**config.mk**
```make
export PLATFORM = sky130hd
export DESIGN_NAME = chroma_422_to_444_fir_upsampler_core_flat
export DESIGN_NICKNAME = d
export VERILOG_FILES = /design/src/chup_pkg.sv /design/src/chup_in_if.sv /design/src/chup_out_if.sv /design/src/chup_cell.sv /design/src/chup_sum.sv /design/src/chroma_422_to_444_fir_upsampler_core.sv /design/src/flat_wrapper.sv
export SDC_FILE = /design/constraint.sdc
export NUM_CORES = 1
export LEC_CHECK = 0
export ABC_AREA = 1
export BUFFER_PORTS_ARGS = -buffer_cell sky130_fd_sc_hd__buf_2
export CAP_MARGIN = 20
export CORE_MARGIN = 5
export CORE_UTILIZATION = 35
export CTS_BUF_LIST = sky130_fd_sc_hd__clkbuf_4 sky130_fd_sc_hd__clkbuf_8 sky130_fd_sc_hd__clkbuf_16
export DETAILED_ROUTE_END_ITERATION = 8
export GPL_TIMING_DRIVEN = 0
export PLACE_DENSITY = 0.56
export SYNTH_ARGS = -nofsm -noshare
export SYNTH_HDL_FRONTEND = slang
export SYNTH_HIERARCHICAL = 1
export SYNTH_SLANG_ARGS = --single-unit
```
**constraint.sdc**
```tcl
create_clock -name clk -period 12.4 [get_ports clk]
set_input_delay 1.24 -clock clk [delete_from_list [all_inputs] [get_ports clk]]
set_output_delay 1.24 -clock clk [all_outputs]
set_load 0.1 [all_outputs]
```
**src/chup_pkg.sv**
```systemverilog
// ----------------------------------------------------------------------------
// Chroma upsampler package
// Widths, filter taps and shared types of the 4:2:2 to 4:4:4 upsampler.
// ----------------------------------------------------------------------------
package chup_pkg;

  localparam int SAMPLE_W  = 8;
  localparam int TAP_COUNT = 12;
  // Pair output lags the newest sample by this many places
  localparam int LAG       = 6;
  // Window cell that holds the sample of the pair being produced
  localparam int CENTER    = TAP_COUNT - 1 - LAG;
  localparam int COEF_W    = 9;
  localparam int TERM_W    = 18;
  localparam int SUM_W     = 18;
  localparam int SHIFT     = 8;
  localparam int ROUND     = 128;
  localparam int GROUP     = 4;
  localparam int GROUPS    = TAP_COUNT / GROUP;
  localparam int CNT_W     = $clog2(LAG + 1);

  localparam logic signed [COEF_W-1:0] FIR_TAPS [TAP_COUNT] = '{
    -9'sd2, 9'sd6, -9'sd12, 9'sd24, -9'sd48, 9'sd160,
    9'sd160, -9'sd48, 9'sd24, -9'sd12, 9'sd6, -9'sd2
  };

  // One window cell: sample plus tags of a real line sample
  typedef struct packed {
    logic [SAMPLE_W-1:0] sample;
    logic                valid;
    logic                last;
  } cell_t;

  // Pair request from the window to the filter pipeline
  typedef struct packed {
    logic                valid;
    logic [SAMPLE_W-1:0] cosited;
    logic                last;
  } pair_ctl_t;

endpackage

```
**src/chup_in_if.sv**
```systemverilog
// ----------------------------------------------------------------------------
// Chroma sample channel
// Valid/ready channel carrying one chroma sample and its line-end flag.
// ----------------------------------------------------------------------------
interface chup_in_if;
  logic                          valid;
  logic                          ready;
  logic [chup_pkg::SAMPLE_W-1:0] chroma_sample;
  logic                          line_end;

  modport source (output valid, output chroma_sample, output line_end, input ready);
  modport sink   (input valid, input chroma_sample, input line_end, output ready);
endinterface

```
**src/chup_out_if.sv**
```systemverilog
// ----------------------------------------------------------------------------
// Output pair channel
// Valid/ready channel carrying one cosited/interpolated chroma pair.
// ----------------------------------------------------------------------------
interface chup_out_if;
  logic                          valid;
  logic                          ready;
  logic [chup_pkg::SAMPLE_W-1:0] cosited_sample;
  logic [chup_pkg::SAMPLE_W-1:0] interpolated_sample;
  logic                          last_pair;

  modport source (output valid, output cosited_sample, output interpolated_sample,
                  output last_pair, input ready);
  modport sink   (input valid, input cosited_sample, input interpolated_sample,
                  input last_pair, output ready);
endinterface

```
**src/chup_cell.sv**
```systemverilog
// ----------------------------------------------------------------------------
// Window cell
// One stage of the sample window: holds a sample, passes it to its neighbor
// on shift, and weights it by its filter tap.
// ----------------------------------------------------------------------------
module chup_cell (
  input  logic                                clk,
  input  logic                                rst,
  input  logic                                shift,
  input  logic                                clear,
  input  logic                                consume,
  input  chup_pkg::cell_t                     feed,
  input  logic signed [chup_pkg::COEF_W-1:0]  coef,
  output chup_pkg::cell_t                     held,
  output logic signed [chup_pkg::TERM_W-1:0]  term
);

  // Load from neighbor, clear at line end, drop valid once taken
  always_ff @(posedge clk) begin
    if (rst || clear) begin
      held <= '0;
    end else if (shift) begin
      held <= feed;
    end else if (consume) begin
      held.valid <= 1'b0;
    end
  end

  // Weight sample by tap
  assign term = $signed({1'b0, held.sample}) * coef;

endmodule

```
**src/chup_sum.sv**
```systemverilog
// ----------------------------------------------------------------------------
// Filter sum and output stage
// Adds the weighted taps in two registered steps, rounds and saturates, and
// holds the finished pair in the output register.
// ----------------------------------------------------------------------------
module chup_sum (
  input  logic                                clk,
  input  logic                                rst,
  input  chup_pkg::pair_ctl_t                 ctl,
  input  logic signed [chup_pkg::TERM_W-1:0]  terms [chup_pkg::TAP_COUNT],
  output logic                                free,
  chup_out_if.source                          pairs
);

  logic                                   a_valid;
  logic [chup_pkg::SAMPLE_W-1:0]          a_cosited;
  logic                                   a_last;
  logic signed [chup_pkg::SUM_W-1:0]      a_psum [chup_pkg::GROUPS];
  logic signed [chup_pkg::SUM_W-1:0]      psum_next [chup_pkg::GROUPS];
  logic signed [chup_pkg::SUM_W-1:0]      total;
  logic [chup_pkg::SAMPLE_W-1:0]          sat;
  logic                                   out_free;

  assign out_free = !pairs.valid || pairs.ready;
  assign free     = !a_valid || out_free;

  // Partial sums over groups of taps
  always_comb begin
    for (int g = 0; g < chup_pkg::GROUPS; g++) begin
      psum_next[g] = '0;
      for (int k = 0; k < chup_pkg::GROUP; k++) begin
        psum_next[g] = psum_next[g] + chup_pkg::SUM_W'(terms[g * chup_pkg::GROUP + k]);
      end
    end
  end

  // Advance the partial-sum stage
  always_ff @(posedge clk) begin
    if (rst) begin
      a_valid <= 1'b0;
    end else if (free) begin
      a_valid <= ctl.valid;
    end
  end

  always_ff @(posedge clk) begin
    if (free && ctl.valid) begin
      a_cosited <= ctl.cosited;
      a_last    <= ctl.last;
      a_psum    <= psum_next;
    end
  end

  // Final sum, round, saturate to 0..255
  always_comb begin
    total = chup_pkg::SUM_W'(chup_pkg::ROUND);
    for (int g = 0; g < chup_pkg::GROUPS; g++) begin
      total = total + a_psum[g];
    end
    if (total[chup_pkg::SUM_W-1]) begin
      sat = '0;
    end else if (|total[chup_pkg::SUM_W-2:chup_pkg::SHIFT+chup_pkg::SAMPLE_W]) begin
      sat = '1;
    end else begin
      sat = total[chup_pkg::SHIFT+chup_pkg::SAMPLE_W-1:chup_pkg::SHIFT];
    end
  end

  // Hold the pair until the transfer completes
  always_ff @(posedge clk) begin
    if (rst) begin
      pairs.valid <= 1'b0;
    end else if (out_free) begin
      pairs.valid <= a_valid;
    end
  end

  always_ff @(posedge clk) begin
    if (out_free && a_valid) begin
      pairs.cosited_sample      <= a_cosited;
      pairs.interpolated_sample <= sat;
      pairs.last_pair           <= a_last;
    end
  end

endmodule

```
**src/chroma_422_to_444_fir_upsampler_core.sv**
```systemverilog
// ----------------------------------------------------------------------------
// 4:2:2 to 4:4:4 chroma upsampler
// Symmetric 12-tap interpolation filter over a row of window cells.
// ----------------------------------------------------------------------------
// Takes one chroma sample per cycle, unless held off by a stalled output or a
// line-end drain, and gives one pair per sample: the sample itself and a
// saturated value interpolated halfway to the next sample. The samples walk
// through a row of twelve cells; a pair is produced when a line sample reaches
// the cell six places behind the newest. After the sample flagged as line end
// the input is held off while zeros shift through the cell row to drain the
// pending pairs, and then the last pair is emitted and the row cleared. From
// the center cell a pair passes through the partial-sum register, then the
// output register, to the output.
module chroma_422_to_444_fir_upsampler_core (
  input  logic       clk,
  input  logic       rst,
  chup_in_if.sink    chroma,
  chup_out_if.source pairs
);

  chup_pkg::cell_t                     cells [chup_pkg::TAP_COUNT];
  chup_pkg::cell_t                     feeds [chup_pkg::TAP_COUNT];
  chup_pkg::cell_t                     top_feed;
  logic signed [chup_pkg::TERM_W-1:0]  terms [chup_pkg::TAP_COUNT];
  chup_pkg::pair_ctl_t                 ctl;
  logic                                free;
  logic                                emit;
  logic                                hold;
  logic                                accept;
  logic                                flush_shift;
  logic                                shift;
  logic                                clear;
  logic                                flushing;
  logic [chup_pkg::CNT_W-1:0]          flush_cnt;

  // Pair request from the center cell
  assign ctl.valid   = cells[chup_pkg::CENTER].valid;
  assign ctl.cosited = cells[chup_pkg::CENTER].sample;
  assign ctl.last    = cells[chup_pkg::CENTER].last;

  // Handshake and shift control
  assign emit        = ctl.valid && free;
  assign hold        = ctl.valid && !free;
  assign chroma.ready = !flushing && !hold;
  assign accept      = chroma.valid && chroma.ready;
  assign flush_shift = flushing && (flush_cnt != chup_pkg::CNT_W'(chup_pkg::LAG)) && !hold;
  assign shift       = accept || flush_shift;
  assign clear       = flushing && (flush_cnt == chup_pkg::CNT_W'(chup_pkg::LAG)) && emit;

  // Line-end drain sequence
  always_ff @(posedge clk) begin
    if (rst) begin
      flushing  <= 1'b0;
      flush_cnt <= '0;
    end else if (accept && chroma.line_end) begin
      flushing  <= 1'b1;
      flush_cnt <= '0;
    end else if (flush_shift) begin
      flush_cnt <= flush_cnt + 1'b1;
    end else if (clear) begin
      flushing  <= 1'b0;
    end
  end

  // Feed the top cell with the new sample, or zero while draining
  always_comb begin
    top_feed = '0;
    if (accept) begin
      top_feed.sample = chroma.chroma_sample;
      top_feed.valid  = 1'b1;
      top_feed.last   = chroma.line_end;
    end
  end

  // Row of window cells, each fed by its upper neighbor
  for (genvar g = 0; g < chup_pkg::TAP_COUNT; g++) begin : g_cell
    if (g < chup_pkg::TAP_COUNT - 1) begin : g_link
      assign feeds[g] = cells[g+1];
    end else begin : g_top
      assign feeds[g] = top_feed;
    end

    chup_cell u_cell (
      .clk     (clk),
      .rst     (rst),
      .shift   (shift),
      .clear   (clear),
      .consume (emit && (g == chup_pkg::CENTER)),
      .feed    (feeds[g]),
      .coef    (chup_pkg::FIR_TAPS[g]),
      .held    (cells[g]),
      .term    (terms[g])
    );
  end

  // Sum, round, saturate and output register
  chup_sum u_sum (
    .clk   (clk),
    .rst   (rst),
    .ctl   (ctl),
    .terms (terms),
    .free  (free),
    .pairs (pairs)
  );

endmodule

```
**src/flat_wrapper.sv**
```systemverilog
// flat-port wrapper written by rule: the top's interface ports become plain ports
module chroma_422_to_444_fir_upsampler_core_flat 
  (clk, rst, chroma_valid, chroma_chroma_sample, chroma_line_end, chroma_ready, pairs_valid, pairs_cosited_sample, pairs_interpolated_sample, pairs_last_pair, pairs_ready);
  chup_in_if chroma_i ();
  chup_out_if pairs_i ();
  input  logic clk;
  input  logic rst;
  input wire logic [$bits(chroma_i.valid)-1:0] chroma_valid;
  input wire logic [$bits(chroma_i.chroma_sample)-1:0] chroma_chroma_sample;
  input wire logic [$bits(chroma_i.line_end)-1:0] chroma_line_end;
  output wire logic [$bits(chroma_i.ready)-1:0] chroma_ready;
  output wire logic [$bits(pairs_i.valid)-1:0] pairs_valid;
  output wire logic [$bits(pairs_i.cosited_sample)-1:0] pairs_cosited_sample;
  output wire logic [$bits(pairs_i.interpolated_sample)-1:0] pairs_interpolated_sample;
  output wire logic [$bits(pairs_i.last_pair)-1:0] pairs_last_pair;
  input wire logic [$bits(pairs_i.ready)-1:0] pairs_ready;
  assign chroma_i.valid = chroma_valid;
  assign chroma_i.chroma_sample = chroma_chroma_sample;
  assign chroma_i.line_end = chroma_line_end;
  assign chroma_ready = chroma_i.ready;
  assign pairs_valid = pairs_i.valid;
  assign pairs_cosited_sample = pairs_i.cosited_sample;
  assign pairs_interpolated_sample = pairs_i.interpolated_sample;
  assign pairs_last_pair = pairs_i.last_pair;
  assign pairs_i.ready = pairs_ready;
  chroma_422_to_444_fir_upsampler_core u_core (.clk(clk), .rst(rst), .chroma(chroma_i), .pairs(pairs_i));
endmodule
```
==> results.json <==
{
  "root_buffer": "clkbuf_16",
  "die_h_um": 380.7,
  "grt_use_met3_pct": 1.170,
  "overflow": 0,
  "met2_usage_pct": 25.77,
  "cts-htree-levels": 4,
  "ir_worst_vdd_uv": 102.1,
  "drt_wl_total_mm": 107.4,
  "setup_tns_ns": 0,
  "ctsHoldBuffers": 0,
  "ant_nets": 0,
  "drtIter0Drc": 1864,
  "crit_path_start": "u_core/g_cell[2].u_cell/held[3]",
  "clock_latency_ns": 0.49,
  "clock_sinks": 196,
  "hold_violations": 0,
  "wl_per_cell_um": 12.23,
  "r2r-end": "u_core/u_sum/a_psum[53]",
  "syn-mean-instance-area_um2": 7.086,
  "grt_max_degree": 34,
  "r2r_start": "u_core/g_cell[2].u_cell/held[3]",
  "layout_min_cycle_time_ns": 7.516,
  "gp_congestion": 0.8481,
  "power_density_nw_per_um2": 53.52,
  "min_path_cells": 0,
  "die_w_um": 380.7,
  "ff2ff_path_depth": 25,
  "hold_ws_ns": 0.4273,
  "vias_per_cell": 4.382,
  "finalSetupViolCount": 0,
  "slew_viol_final": 0,
  "postCtsSetupBuffers": 0,
  "worst_slew_pin_slew_ns": 0.8852,
  "status": "finished clean",
  "maxSlewHeadroom_pct": 40.78,
  "top_usage_layer": "met2",
  "start_kind": "register",
  "netlist_area_um2": 48090,
  "cts_tree": "yes",
  "num_vias": 38490,
  "grt_pass1_wl_mm": 187.0,
  "place_area_um2": 51060,
  "path_max_fanout": 10,
  "dp_hpwl_mm": 94.44,
  "path_class": "register to register",
  "die_area_um2": 144900,
  "core_region_area_um2": 137000,
  "design_area_um2": 51730,
  "skew_ns": 0.01856,
  "rsz0062_at_grt": "false",
  "floorplan.initialDensity_pct": 35.11,
  "dr.pass1.iters": 5,
  "met1_usage_pct": 21.77,
  "endpoint_kind": "register",
  "cts.repair.resized": 0,
  "clk_path_buf_depth": 2,
  "netlist_instances": 6787,
  "finalPower_mw": 2.769,
  "clk_pin_slew_ns": 0.09,
  "portBuffers": 31,
  "drc": 0,
  "area_growth_pct": 7.550,
  "r2r_setup_slack_ns": 4.88,
  "drive_above_1_share_pct": 3.549,
  "period_share_pct": 60.62,
  "cts_buffers": 17,
  "cap_violations": 0,
  "antenna_found_initial": 2,
  "grt_usage_pct": 15.29,
  "cp.arrival_ns": 7.74,
  "endpoint": "u_core/u_sum/a_psum[53]",
  "std_cell_rows": 136,
  "worstHoldPathType": "register to register",
  "yosysWarnings": 6,
  "nets": 8341,
  "total_leakage_power_nw": 32.59,
  "pin_count": 32,
  "grt_pass1_vias": 38740,
  "cp.required_ns": 12.62,
  "fmax_ghz": 0.1330
}
==> state kept, by name (all words and copies together), names as in the netlist <==
name	cells
u_core/flush_cnt	3
u_core/flushing	1
u_core/g_cell.u_cell/held	110
u_core/u_sum/a_cosited	8
u_core/u_sum/a_last	1
u_core/u_sum/a_psum	54
u_core/u_sum/a_valid	1
u_core/u_sum/pairs.cosited_sample	8
u_core/u_sum/pairs.interpolated_sample	8
u_core/u_sum/pairs.last_pair	1
u_core/u_sum/pairs.valid	1
==> through the flow <==
stage	std cells	utilization [%]	setup WS [ns]
after floorplan	6923	-	5.833
after global placement	8748	37.24	4.930
after detailed placement	8750	37.27	4.960
after CTS	8782	37.76	4.906
after global routing	8782	37.76	4.474
final	8783	37.76	4.884
==> layout by cell type (no fill, tap or decap), types with 48 or more instances in the layout <==
master and instances:
a21oi_1 213, buf_1 96, clkbuf_1 108, conb_1 138, dfxtp_1 116, edfxtp_1 80, fa_1 634, ha_1 719
inv_1 2045, nand2_1 1922, nand2_2 54, nand3_1 169, nand4_1 66, nor2_1 211, or2_2 48, xor2_1 99
==> layer usage <==
metal	vias to the layer above	part of all wire, %
met3	85	3.0
met2	543	45
met4	0	1.6
met5	-	0
met1	17980	50
li1	19880	-
==> power by group <==
part | switching (mW) | leakage, nW | internal [mW] | total [mW]
clock network | 0.327 | 0.321 | 0.291 | 0.619
registers | 0.00211 | 1.71 | 0.719 | 0.721
logic | 0.930 | 30.6 | 0.499 | 1.43
==> area by class of cell <==
type                       instances  area, um^2
inverter                        2075        7789
buffer                           216       825.8
fill                           14520       85260
clock inverter                    15       242.7
sequential                       196        4725
antenna                            1       2.502
multi-input combinational       4436       35290
clock buffer                      17       425.4
tap                             1794        2245
timing repair buffer              33       186.4
==> worst max-delay path: stages (launching register included) <==
cell and delay [ns]:
dfxtp_1 0.50, clkbuf_1 0.48, nand2_1 0.15, fa_1 0.52
fa_1 0.55, inv_1 0.05, fa_1 0.55, fa_1 0.60
fa_1 0.43, ha_1 0.40, nand2_2 0.11, nor2_2 0.14
nand2_1 0.07, nand2_1 0.07, xor2_1 0.19, inv_1 0.09
fa_1 0.50, fa_1 0.50, inv_1 0.05, ha_1 0.34
a21oi_1 0.23, a21boi_0 0.31, nor2_1 0.08, nor2_1 0.10
nand2_1 0.07, xor2_1 0.17
==> worst min path at each step <==
stage / from / end / slack, ns
after floorplan: u_core/u_sum/a_cosited[0] / u_core/u_sum/pairs.cosited_sample[0] / 0.40
after global placement: u_core/u_sum/a_cosited[6] / u_core/u_sum/pairs.cosited_sample[6] / 0.41
after detailed placement: u_core/u_sum/a_cosited[4] / u_core/u_sum/pairs.cosited_sample[4] / 0.41
after CTS: u_core/u_sum/a_cosited[4] / u_core/u_sum/pairs.cosited_sample[4] / 0.43
after global routing: u_core/u_sum/a_cosited[4] / u_core/u_sum/pairs.cosited_sample[4] / 0.44
final: u_core/u_sum/a_cosited[4] / u_core/u_sum/pairs.cosited_sample[4] / 0.43
Note: power is estimated with default switching activity, not from simulation.
